**src/hdl/linear_interp_chunk_resampler_unit_macros.svh**
```systemverilog
// Assertion macros shared by the resampler modules.
`ifndef LINEAR_INTERP_CHUNK_RESAMPLER_UNIT_MACROS_SVH
`define LINEAR_INTERP_CHUNK_RESAMPLER_UNIT_MACROS_SVH

// Same-cycle implication, sampled on clk, off while rst_n is low.
`define LIR_ASSERT_IMP(label, ante, cons, msg) \
    label: assert property (@(posedge clk) disable iff (!rst_n) (ante) |-> (cons)) \
        else $error(msg);

// Next-cycle implication, sampled on clk, off while rst_n is low.
`define LIR_ASSERT_NXT(label, ante, cons, msg) \
    label: assert property (@(posedge clk) disable iff (!rst_n) (ante) |=> (cons)) \
        else $error(msg);

`endif

```
**src/hdl/lir_pkg.sv**
```systemverilog
// Shared constants, codes and types of the chunk resampler.
package lir_pkg;

    localparam int FRAC_BITS      = 12;
    localparam int SECTOR_SAMPLES = 64;
    localparam int CHANNELS_DFLT  = 2;

    localparam int IDX_W   = $clog2(SECTOR_SAMPLES);
    localparam int OFS_W   = IDX_W + FRAC_BITS;
    localparam int ADDR_W  = IDX_W + 1;
    localparam int DEPTH   = 2 * SECTOR_SAMPLES;
    localparam int SMP_W   = 16;
    localparam int CHUNK_W = 16;
    localparam int POS_W   = 18;
    localparam int SIDX_W  = 6;
    localparam int STEP_W  = 19;
    localparam int THR_W   = 18;
    localparam int PADDR_W = 3;
    localparam int APB_W   = 32;
    localparam int T_W     = ((OFS_W + 1 > STEP_W) ? OFS_W + 1 : STEP_W) + 1;

    localparam logic signed [STEP_W-1:0] STEP_RESET = STEP_W'(4096);
    localparam logic [THR_W-1:0]         THR_RESET  = THR_W'(100);

    typedef enum logic [1:0] {
        OP_LOAD    = 2'd0,
        OP_SET_POS = 2'd1,
        OP_NEXT    = 2'd2,
        OP_FLUSH   = 2'd3
    } lir_op_t;

    typedef enum logic [1:0] {
        ST_FRAME  = 2'd0,
        ST_SILENT = 2'd1,
        ST_MISS   = 2'd2,
        ST_ACCEPT = 2'd3
    } lir_status_t;

    typedef enum logic {
        REG_STEP   = 1'b0,
        REG_THRESH = 1'b1
    } lir_reg_t;

    typedef struct packed {
        logic              wr_en;
        logic [ADDR_W-1:0] wr_addr;
        logic [ADDR_W-1:0] rd_addr_a;
        logic [ADDR_W-1:0] rd_addr_b;
    } lir_mem_req_t;

    typedef struct packed {
        lir_status_t        status;
        logic [CHUNK_W-1:0] need;
        logic [FRAC_BITS-1:0] alpha;
    } lir_meta_t;

endpackage

```
**src/hdl/lir_cfg.sv**
```systemverilog
// Configuration register file behind the APB-style port.
module lir_cfg
(
    input  logic                              clk,
    input  logic                              rst_n,
    input  logic                              psel,
    input  logic                              penable,
    input  logic                              pwrite,
    input  logic [lir_pkg::PADDR_W-1:0]       paddr,
    input  logic [lir_pkg::APB_W-1:0]         pwdata,
    output logic [lir_pkg::APB_W-1:0]         prdata,
    output logic                              pready,
    output logic signed [lir_pkg::STEP_W-1:0] step,
    output logic [lir_pkg::THR_W-1:0]         silence_threshold
);
    import lir_pkg::*;

    logic signed [STEP_W-1:0] step_reg, step_next;
    logic [THR_W-1:0]         thr_reg, thr_next;
    logic                     wr;
    lir_reg_t                 sel;

    always_comb
    begin
        sel       = lir_reg_t'(paddr[2]);
        wr        = psel && penable && pwrite && pready;
        step_next = step_reg;
        thr_next  = thr_reg;
        prdata    = '0;
        case (sel)
            REG_STEP:
            begin
                prdata = APB_W'(step_reg);
                if (wr)
                begin
                    step_next = signed'(pwdata[STEP_W-1:0]);
                end
            end
            REG_THRESH:
            begin
                prdata = APB_W'(thr_reg);
                if (wr)
                begin
                    thr_next = pwdata[THR_W-1:0];
                end
            end
            default:
            begin
                prdata = '0;
            end
        endcase
    end

    always_ff @(posedge clk or negedge rst_n)
    begin
        if (!rst_n)
        begin
            step_reg <= STEP_RESET;
            thr_reg  <= THR_RESET;
        end
        else
        begin
            step_reg <= step_next;
            thr_reg  <= thr_next;
        end
    end

    assign pready            = 1'b1;
    assign step              = step_reg;
    assign silence_threshold = thr_reg;

endmodule

```
**config.mk**
```make
export PLATFORM = sky130hd
export DESIGN_NAME = lir_cfg
export DESIGN_NICKNAME = d
export VERILOG_FILES = /design/src/hdl/linear_interp_chunk_resampler_unit_macros.svh /design/src/hdl/lir_pkg.sv /design/src/hdl/lir_cfg.sv
export SDC_FILE = /design/constraint.sdc
export NUM_CORES = 1
export LEC_CHECK = 0
export BUFFER_PORTS_ARGS = -buffer_cell sky130_fd_sc_hd__buf_4
export CAP_MARGIN = 20
export CELL_PAD_IN_SITES_DETAIL_PLACEMENT = 0
export CELL_PAD_IN_SITES_GLOBAL_PLACEMENT = 1
export CORE_MARGIN = 4
export CORE_UTILIZATION = 36
export CTS_BUF_LIST = sky130_fd_sc_hd__clkbuf_4
export DETAILED_ROUTE_END_ITERATION = 10
export GPL_TIMING_DRIVEN = 0
export PLACE_DENSITY = 0.9
export SYNTH_ARGS = -nofsm -noshare
export SYNTH_HDL_FRONTEND = slang
export SYNTH_SLANG_ARGS = --single-unit
```
**constraint.sdc**
```tcl
create_clock -name clk -period 4.6 [get_ports clk]
set_input_delay 0.92 -clock clk [delete_from_list [all_inputs] [get_ports clk]]
set_output_delay 0.92 -clock clk [all_outputs]
set_load 0.05 [all_outputs]
```
==> results of run 1 <==
cell type report:
class                           count  area, µm²
Buffer                             19      145.1
Clock buffer                        5      37.54
Clock inverter                      3      41.29
Fill cell                         414       2121
Multi-Input combinational cell     59      696.9
Sequential cell                    37      930.9
Tap cell                           67      83.83
Timing Repair Buffer               93      698.2
stage by stage:
step / hold slack [ns] / utilization [%] / std cells / area (µm²)
floorplan: 0.6244 / - / 115 / 1773
global placement: 0.5070 / 53.74 / 275 / 2555
detailed placement: 0.5184 / 53.74 / 275 / 2555
CTS: 0.5231 / 55.39 / 283 / 2634
global route: 0.5462 / 55.39 / 283 / 2634
finish: 0.5200 / 55.39 / 283 / 2634
report_power, final:
part | switching [mW] | total (mW) | internal, mW
Combinational | 0.567 | 0.857 | 0.290
Sequential | 0.0564 | 0.459 | 0.403
Clock | 0.107 | 0.219 | 0.113
layout by cell type (no fill, tap or decap), drive strengths merged:
cell | netlist | layout
dfstp | 4 | 4
clkbuf | 0 | 5
conb | 1 | 1
nor2b | 1 | 1
dfrtp | 33 | 33
nand4 | 1 | 1
clkinvlp | 0 | 1
mux2 | 55 | 55
clkinv | 0 | 1
bufinv | 0 | 1
buf | 19 | 112
nand4b | 1 | 1
cells by family after synthesis:
group                  Yosys count
multiplexers                    55
flip-flops                      37
buffers and inverters           19
AND/OR/NAND/NOR                  3
other                            1
layer usage:
metal	GRT usage (%)	part of all wire [%]	wire [µm]
met5	0	0	0
met4	5.245	0.91	36
met3	4.358	9.5	375
met2	21.40	45	1783
met1	17.50	44	1744
worst paths after layout:
check	slack (ns)	cells past startpoint	to	start
min reg2reg	0.54	1	step[17]$_DFFE_PN0P_	step[17]$_DFFE_PN0P_
min	0.52	1	step[5]$_DFFE_PN0P_	rst_n
max	1.20	6	prdata[22]	paddr[2]
max reg2reg	3.81	1	silence_threshold[4]$_DFFE_PN0P_	silence_threshold[4]$_DFFE_PN0P_
max in group asynchronous	3.72	1	step[12]$_DFFE_PN1P_	rst_n
min in group clk	0.54	1	step[17]$_DFFE_PN0P_	step[17]$_DFFE_PN0P_
critical path: stages:
cell and delay [ns]:
buf_4 0.12, buf_2 0.19, buf_4 0.21, nor2b_1 0.61, buf_4 0.22, buf_4 0.19
==> flow_metrics.env, run 1 <==
export IMPL_synth_xor_area_share_pct=0
export IMPL_drive_gt1_share_pct=82.87
export IMPL_muxShareOfSynthArea_pct=37.05
export IMPL_powerDensity_nw_per_um2=582.9
export IMPL_hold_viol_final=0
export IMPL_dieArea_um2=6111
export IMPL_grt_max_degree=38
export IMPL_post_synth_cell_area_avg_um2=15.42
export IMPL_htreeDepth=2
export IMPL_relSlewSlack_pct=48.77
export IMPL_layout_nets=255
export IMPL_numCtsBuffers=5
export IMPL_rsz0062_at_grt="false"
export IMPL_dp_hpwl_um=2997
export IMPL_synth_ff_type="dfrtp_1"
export IMPL_ys_top_cells_by_area="dfrtp_1 47%, mux2_2 29%, mux2_4 8.5%"
export IMPL_worst_slack_ns=1.198
export IMPL_core_region_area_um2=4755
export IMPL_areaGrowthSynthToFinish_pct=48.55
export IMPL_gp_congestion=0.6751
export IMPL_synth_simple_area_share_pct=2.047
export IMPL_outcome="finished, final reports clean"
export IMPL_maxSlewViolCount=0
export IMPL_synthCells=115
export IMPL_post_cts_resized=0
export IMPL_maxCapViolCount=0
export IMPL_diodes=0
export IMPL_ios=110
export IMPL_grt_antenna_before_repair=0
export IMPL_yosysWarnings=0
export IMPL_critPathLaunchType="input port"
export IMPL_synth_top_family_by_area="multiplexers"
export IMPL_max_freq_ghz=0.2940
export IMPL_skew_ns=0
export IMPL_die_h_um=78.18
export IMPL_cts_tree="done"
export IMPL_dr_pass1_iters=4
export IMPL_critical_path_arrival_ns=2.48
export IMPL_cts_sinks=37
export IMPL_grt_pass1_vias=1382
export IMPL_synth_compound_area_share_pct=0
export IMPL_wire_per_inst_um=13.92
export IMPL_wirelength_um=3939
export IMPL_ys_types=11
export IMPL_ant_nets=0
export IMPL_yosysSeqAreaShare_pct=52.51
export IMPL_track_usage_pct=13.63
export IMPL_routed_via_density=4.459
export IMPL_tightest_slew_ns=0.7669
export IMPL_ys_seq_elements=37
export IMPL_synth_common_cells="45 x mux2_2, 33 x dfrtp_1, 15 x buf_4, 10 x mux2_4, 4 x dfstp_2"
export IMPL_grt_pass1_wl_um=6541
export IMPL_clk_pin_slew_worst_paths_ns=0.11
export IMPL_drc=0
export IMPL_yosys_area_share_adder_pct=0
export IMPL_synth_async_reset_ratio_pct=100.0
export IMPL_path_class="input port to primary output"
export IMPL_cp_max_fo=14
export IMPL_leakage_nw=1.329
export IMPL_fin_crit_ns=3.402
export IMPL_cts_setup_buffers=0
export IMPL_clkLatencyLatePin_ns=0.33
export IMPL_period_share_pct=73.95
export IMPL_num_rows=25
export IMPL_synth_enable_flop_cells=0
export IMPL_clockRootBuffer="clkbuf_4"
export IMPL_hp_class="input port to async pin"
export IMPL_start_util_pct=37.29
export IMPL_critPathRequiredTime_ns=3.68
export IMPL_hold_buffers=0
export IMPL_largest_reg_flops=19
export IMPL_place_ws_ns=1.134
export IMPL_setup_tns_final_ns=0
export IMPL_grt_overflow_total=0
export IMPL_syn_num_nets=155
export IMPL_end_kind="primary output"
export IMPL_syn_area_um2=1773
export IMPL_setup_violations_final=0
export IMPL_die_w_um=78.18
export IMPL_irDropWorstVdd_v=0.0002982
export IMPL_synth_most_common_cell="mux2_2"
export IMPL_synth_top_area_share_pct=46.58
export IMPL_clock_path_buffers=2
export IMPL_io_buffers=93
export IMPL_via_count=1262
export IMPL_power_mw=1.535
export IMPL_synth_top_area_cell="dfrtp_1"
export IMPL_drt_iter0_drc=32
(Power assumes the default switching activity.)
==> run 2, diff against run 1 <==
--- a/config.mk
+++ b/config.mk
@@ -10,11 +10,11 @@
 export CELL_PAD_IN_SITES_DETAIL_PLACEMENT = 0
 export CELL_PAD_IN_SITES_GLOBAL_PLACEMENT = 1
 export CORE_MARGIN = 4
-export CORE_UTILIZATION = 36
+export CORE_UTILIZATION = 30
 export CTS_BUF_LIST = sky130_fd_sc_hd__clkbuf_4
 export DETAILED_ROUTE_END_ITERATION = 10
 export GPL_TIMING_DRIVEN = 0
-export PLACE_DENSITY = 0.9
+export PLACE_DENSITY = 0.81
 export SYNTH_ARGS = -nofsm -noshare
 export SYNTH_HDL_FRONTEND = slang
 export SYNTH_SLANG_ARGS = --single-unit
==> constraint.sdc (replaced) <==
create_clock -name clk -period 3.1 [get_ports clk]
set_input_delay 0.62 -clock clk [delete_from_list [all_inputs] [get_ports clk]]
set_output_delay 0.62 -clock clk [all_outputs]
set_load 0.05 [all_outputs]
==> run 2 against run 1 <==
Combinational power grew 49%. Via count grew 2.0%. Sequential cell count stayed put. Design area fell by 0.67%. First-iteration DRC count is 31% lower. Hold slack worse by 0.29 ns. Highest routed layer unchanged. Clock-buffer cell count did not move. Critical path type unchanged. Largest cell class unchanged. Clock skew is the same. Register-to-register slack got worse by 1.5 ns. Sequential power is 48% higher. Critical path depth did not move. Largest power group unchanged.
==> flow_metrics.env, run 2 (synthesis gave the netlist of run 1 again) <==
export IMPL_critPathLaunchType="input port"
export IMPL_fin_cells=288
export IMPL_core_region_area_um2=5608
export IMPL_drive_gt1_share_pct=82.87
export IMPL_io_buffers=93
export IMPL_clk_pin_slew_worst_paths_ns=0.12
export IMPL_fillers=527
export IMPL_post_cts_resized=0
export IMPL_end_kind="primary output"
export IMPL_die_h_um=84.88
export IMPL_cts_tree="done"
export IMPL_irDropWorstVdd_v=0.0003398
export IMPL_crit_reg2reg_launch="step[1]$_DFFE_PN0P_"
export IMPL_critPathRequiredTime_ns=2.48
export IMPL_cts_sinks=37
export IMPL_reg2reg_setup_slack_ns=2.30
export IMPL_dr_pass1_iters=3
export IMPL_cp_depth=6
export IMPL_rsz0062_at_grt="false"
export IMPL_routed_via_density=4.469
export IMPL_cts_setup_buffers=0
export IMPL_maxSlewViolCount=0
export IMPL_max_freq_ghz=0.3461
export IMPL_maxCapViolCount=0
export IMPL_powerDensity_nw_per_um2=843.3
export IMPL_gp_congestion=0.7143
export IMPL_dp_hpwl_um=3365
export IMPL_areaGrowthSynthToFinish_pct=47.57
export IMPL_hold_viol_final=0
export IMPL_layout_nets=255
export IMPL_multi_input_area_um2=696.9
export IMPL_fin_crit_ns=2.890
export IMPL_relSlewSlack_pct=44.05
export IMPL_dieArea_um2=7204
export IMPL_htreeDepth=2
export IMPL_critPathSlowestCell="nor2b_1"
export IMPL_diodes=0
export IMPL_grt_pass1_vias=1285
export IMPL_largest_reg_flops=19
export IMPL_crit_path_cell_trace="buf_4, buf_2, buf_4, nor2b_1, buf_4, buf_4"
export IMPL_die_w_um=84.88
export IMPL_worstSetupEndpoint="prdata[19]"
export IMPL_grt_overflow_total=0
export IMPL_setup_worst_path_start="paddr[2]"
export IMPL_setup_tns_final_ns=0
export IMPL_ff2ff_path_depth=1
export IMPL_ant_nets=0
export IMPL_cp_max_fo=14
export IMPL_seq_area_um2=930.9
export IMPL_cp_common_cell="buf_4"
export IMPL_r2r_end="step[1]$_DFFE_PN0P_"
export IMPL_setup_violations_final=0
export IMPL_hp_class="input port to async pin"
export IMPL_start_util_pct=31.62
export IMPL_drt_iter0_drc=22
export IMPL_crit_path_max_incr_delay_ns=0.66
export IMPL_track_usage_pct=12.10
export IMPL_tightest_slew_ns=0.8376
export IMPL_via_count=1287
export IMPL_fin_hold_ws_ns=0.2305
export IMPL_ios=110
export IMPL_grt_max_degree=38
export IMPL_post_route_util_pct=46.65
export IMPL_num_rows=27
export IMPL_placedCellCount=280
export IMPL_numCtsBuffers=5
export IMPL_grt_antenna_before_repair=0
export IMPL_hold_buffers=0
export IMPL_clock_path_buffers=2
export IMPL_wire_per_inst_um=15.27
export IMPL_clockRootBuffer="clkbuf_4"
export IMPL_drc=0
export IMPL_period_share_pct=93.22
export IMPL_clkLatencyLatePin_ns=0.32
export IMPL_critical_path_arrival_ns=2.27
export IMPL_mostFrequentLayoutCell="buf_4"
export IMPL_wirelength_um=4399
export IMPL_path_class="input port to primary output"
export IMPL_cp_top_family="buffers and inverters"
export IMPL_final_cell_mix="108 x buf_4, 45 x mux2_2, 33 x dfrtp_1"
export IMPL_leakage_nw=1.323
export IMPL_grt_pass1_wl_um=6913
export IMPL_skew_ns=0
export IMPL_outcome="finished, final reports clean"
export IMPL_cp_buffers_inverters=5
==> run 2: final cells by class <==
type | instances | share of cell area, %
plain buffers | 19 | 5.548
clock inverters | 3 | 0.6695
well taps | 72 | 3.443
flip-flops and latches | 37 | 35.58
multi-input cells | 59 | 26.64
clock buffers | 5 | 1.435
repair buffers | 93 | 26.69
==> run 2: metrics by stage <==
stage	total power, mW	setup slack (ns)	area, µm²
finish	2.206	0.2103	2616
detailed placement	1.979	0.2038	2561
global placement	1.963	0.2378	2561
CTS	2.236	0.1950	2616
floorplan	1.585	0.01294	1773
global route	2.306	0.03043	2616
==> run 2: worst min path at each step <==
stage                                    start                                end  depth (start not counted)
after floorplan                          rst_n   silence_threshold[0]$_DFFE_PN0P_                          0
after detailed placement  step[18]$_DFFE_PN0P_               step[18]$_DFFE_PN0P_                          1
after CTS                                rst_n  silence_threshold[16]$_DFFE_PN0P_                          1
after global routing                     rst_n   silence_threshold[3]$_DFFE_PN0P_                          1
after global placement    step[18]$_DFFE_PN0P_               step[18]$_DFFE_PN0P_                          1
final                                    rst_n               step[10]$_DFFE_PN0P_                          1
==> run 2: power breakdown <==
part / internal (mW) / total, mW / switching (mW)
clock: 0.0860 / 0.247 / 0.161
combinational: 0.430 / 1.28 / 0.849
sequential: 0.598 / 0.680 / 0.0827
==> run 2: routing by layer <==
| metal | track usage (%) | up-vias | wire length (µm) |
|---|---|---|---|
| met2 | 18.22 | 70 | 1944 |
| met5 | 0 | - | 0 |
| li1 | - | 594 | - |
| met1 | 15.91 | 618 | 1958 |
| met4 | 3.885 | 0 | 44 |
| met3 | 4.854 | 5 | 452 |
==> run 3, diff against run 2 <==
--- a/config.mk
+++ b/config.mk
@@ -11,7 +11,7 @@
 export CELL_PAD_IN_SITES_GLOBAL_PLACEMENT = 1
 export CORE_MARGIN = 4
 export CORE_UTILIZATION = 30
-export CTS_BUF_LIST = sky130_fd_sc_hd__clkbuf_4
+export CTS_BUF_LIST = sky130_fd_sc_hd__clkbuf_2
 export DETAILED_ROUTE_END_ITERATION = 10
 export GPL_TIMING_DRIVEN = 0
 export PLACE_DENSITY = 0.81
==> run 3 against run 2 <==
Critical path type unchanged. Die area unchanged. Cell count stayed put. Non-clock buffer count unchanged. Combinational power barely moved. Highest routed layer unchanged. Critical path depth unchanged. Hold slack lost 0.057 ns. Register-to-register slack is essentially flat. Clock power down 13%.
==> flow_metrics.env, run 3 (synthesis gave the netlist of run 1 again) <==
export IMPL_outcome="finished, final reports clean"
export IMPL_fillers=528
export IMPL_dr_pass1_iters=2
export IMPL_wirelength_um=4390
export IMPL_io_buffers=93
export IMPL_cp_max_fo=14
export IMPL_hold_viol_final=0
export IMPL_maxSlewViolCount=0
export IMPL_grt_overflow_total=0
export IMPL_dieArea_um2=7204
export IMPL_ios=110
export IMPL_via_count=1286
export IMPL_cp_common_cell="buf_4"
export IMPL_ant_nets=0
export IMPL_critical_path_arrival_ns=2.27
export IMPL_layout_nets=255
export IMPL_drt_iter0_drc=28
export IMPL_clock_path_buffers=2
export IMPL_final_cell_mix="108 x buf_4, 45 x mux2_2, 33 x dfrtp_1"
export IMPL_drc=0
export IMPL_hp_class="input port to async pin"
export IMPL_drive_gt1_share_pct=82.87
export IMPL_cp_top_family="buffers and inverters"
export IMPL_maxCapViolCount=0
export IMPL_clk_pin_slew_worst_paths_ns=0.20
export IMPL_htreeDepth=2
export IMPL_num_rows=27
export IMPL_post_cts_resized=0
export IMPL_critPathLaunchType="input port"
export IMPL_setup_violations_final=0
export IMPL_powerDensity_nw_per_um2=834.6
export IMPL_start_util_pct=31.62
export IMPL_areaGrowthSynthToFinish_pct=46.86
export IMPL_period_share_pct=93.22
export IMPL_tightest_slew_ns=0.8376
export IMPL_cts_tree="done"
export IMPL_rsz0062_at_grt="false"
export IMPL_cts_sinks=37
export IMPL_dp_hpwl_um=3365
export IMPL_setup_tns_final_ns=0
export IMPL_cp_buffers_inverters=5
export IMPL_crit_path_cell_trace="buf_4, buf_2, buf_4, nor2b_1, buf_4, buf_4"
export IMPL_grt_pass1_wl_um=6920
export IMPL_wire_per_inst_um=15.24
export IMPL_grt_pass1_vias=1278
export IMPL_critPathSlowestCell="nor2b_1"
export IMPL_track_usage_pct=12.18
export IMPL_clockRootBuffer="clkbuf_2"
export IMPL_skew_ns=0
export IMPL_crit_path_max_incr_delay_ns=0.66
export IMPL_hold_buffers=0
export IMPL_relSlewSlack_pct=44.05
export IMPL_critPathRequiredTime_ns=2.48
export IMPL_fin_crit_ns=2.890
export IMPL_die_w_um=84.88
export IMPL_clkLatencyLatePin_ns=0.35
export IMPL_max_freq_ghz=0.3461
export IMPL_cts_setup_buffers=0
export IMPL_irDropWorstVdd_v=0.0003238
export IMPL_mostFrequentLayoutCell="buf_4"
export IMPL_grt_antenna_before_repair=0
export IMPL_place_ws_ns=0.2038
export IMPL_grt_max_degree=38
export IMPL_die_h_um=84.88
export IMPL_end_kind="primary output"
export IMPL_core_region_area_um2=5608
export IMPL_gp_congestion=0.7143
export IMPL_diodes=0
export IMPL_leakage_nw=1.321
export IMPL_path_class="input port to primary output"
export IMPL_worst_slack_ns=0.2103
export IMPL_numCtsBuffers=5
export IMPL_routed_via_density=4.465
export IMPL_largest_reg_flops=19
-- run 3: cell types whose count changed in the layout (fill, tap and decap cells not counted) --
cell / change
clkbuf_4: -5
clkbuf_2: +5
-- run 3: where the power goes --
part / switching [mW] / internal, mW
clock: 0.161 / 0.0535
combinational: 0.849 / 0.430
sequential: 0.0819 / 0.597
total: 1.09 / 1.08
-- run 3: final timing paths --
kind / start / to / slack [ns] / depth (start not counted)
max in group asynchronous: rst_n / step[12]$_DFFE_PN1P_ / 2.56 / 1
min in group clk: pwdata[6] / step[6]$_DFFE_PN0P_ / 0.47 / 2
min reg2reg: step[18]$_DFFE_PN0P_ / step[18]$_DFFE_PN0P_ / 0.55 / 1
min: rst_n / step[10]$_DFFE_PN0P_ / 0.17 / 1
max: paddr[2] / prdata[19] / 0.21 / 6
max reg2reg: step[1]$_DFFE_PN0P_ / step[1]$_DFFE_PN0P_ / 2.29 / 1
-- run 3: layout make-up --
| cell class | count | area, µm² | area share [%] |
|---|---|---|---|
| Clock buffer | 5 | 25.02 | 0.9611 |
| Buffer | 19 | 145.1 | 5.574 |
| Tap cell | 72 | 90.09 | 3.460 |
| Timing Repair Buffer | 93 | 698.2 | 26.81 |
| Sequential cell | 37 | 930.9 | 35.75 |
| Clock inverter | 3 | 17.52 | 0.6728 |
| Multi-Input combinational cell | 59 | 696.9 | 26.77 |
-- run 3: stage by stage --
step	instance area (µm²)	power, mW	utilization [%]	std cells	hold slack, ns
floorplan	1773	1.585	-	115	0.3244
global placement	2561	1.963	45.67	280	0.5046
detailed placement	2561	1.979	45.67	280	0.5129
CTS	2604	2.203	46.43	288	0.1304
global route	2604	2.275	46.43	288	0.1455
finish	2604	2.173	46.43	288	0.1739
-- run 3: metal layers --
metal  part of all wire (%)  GRT usage, %  vias up
met5                      0             0        -
met4                    1.0         4.317        0
met3                     10         4.854        5
met2                     45         18.15       70
met1                     44         16.04      616
li1                       -             -      595
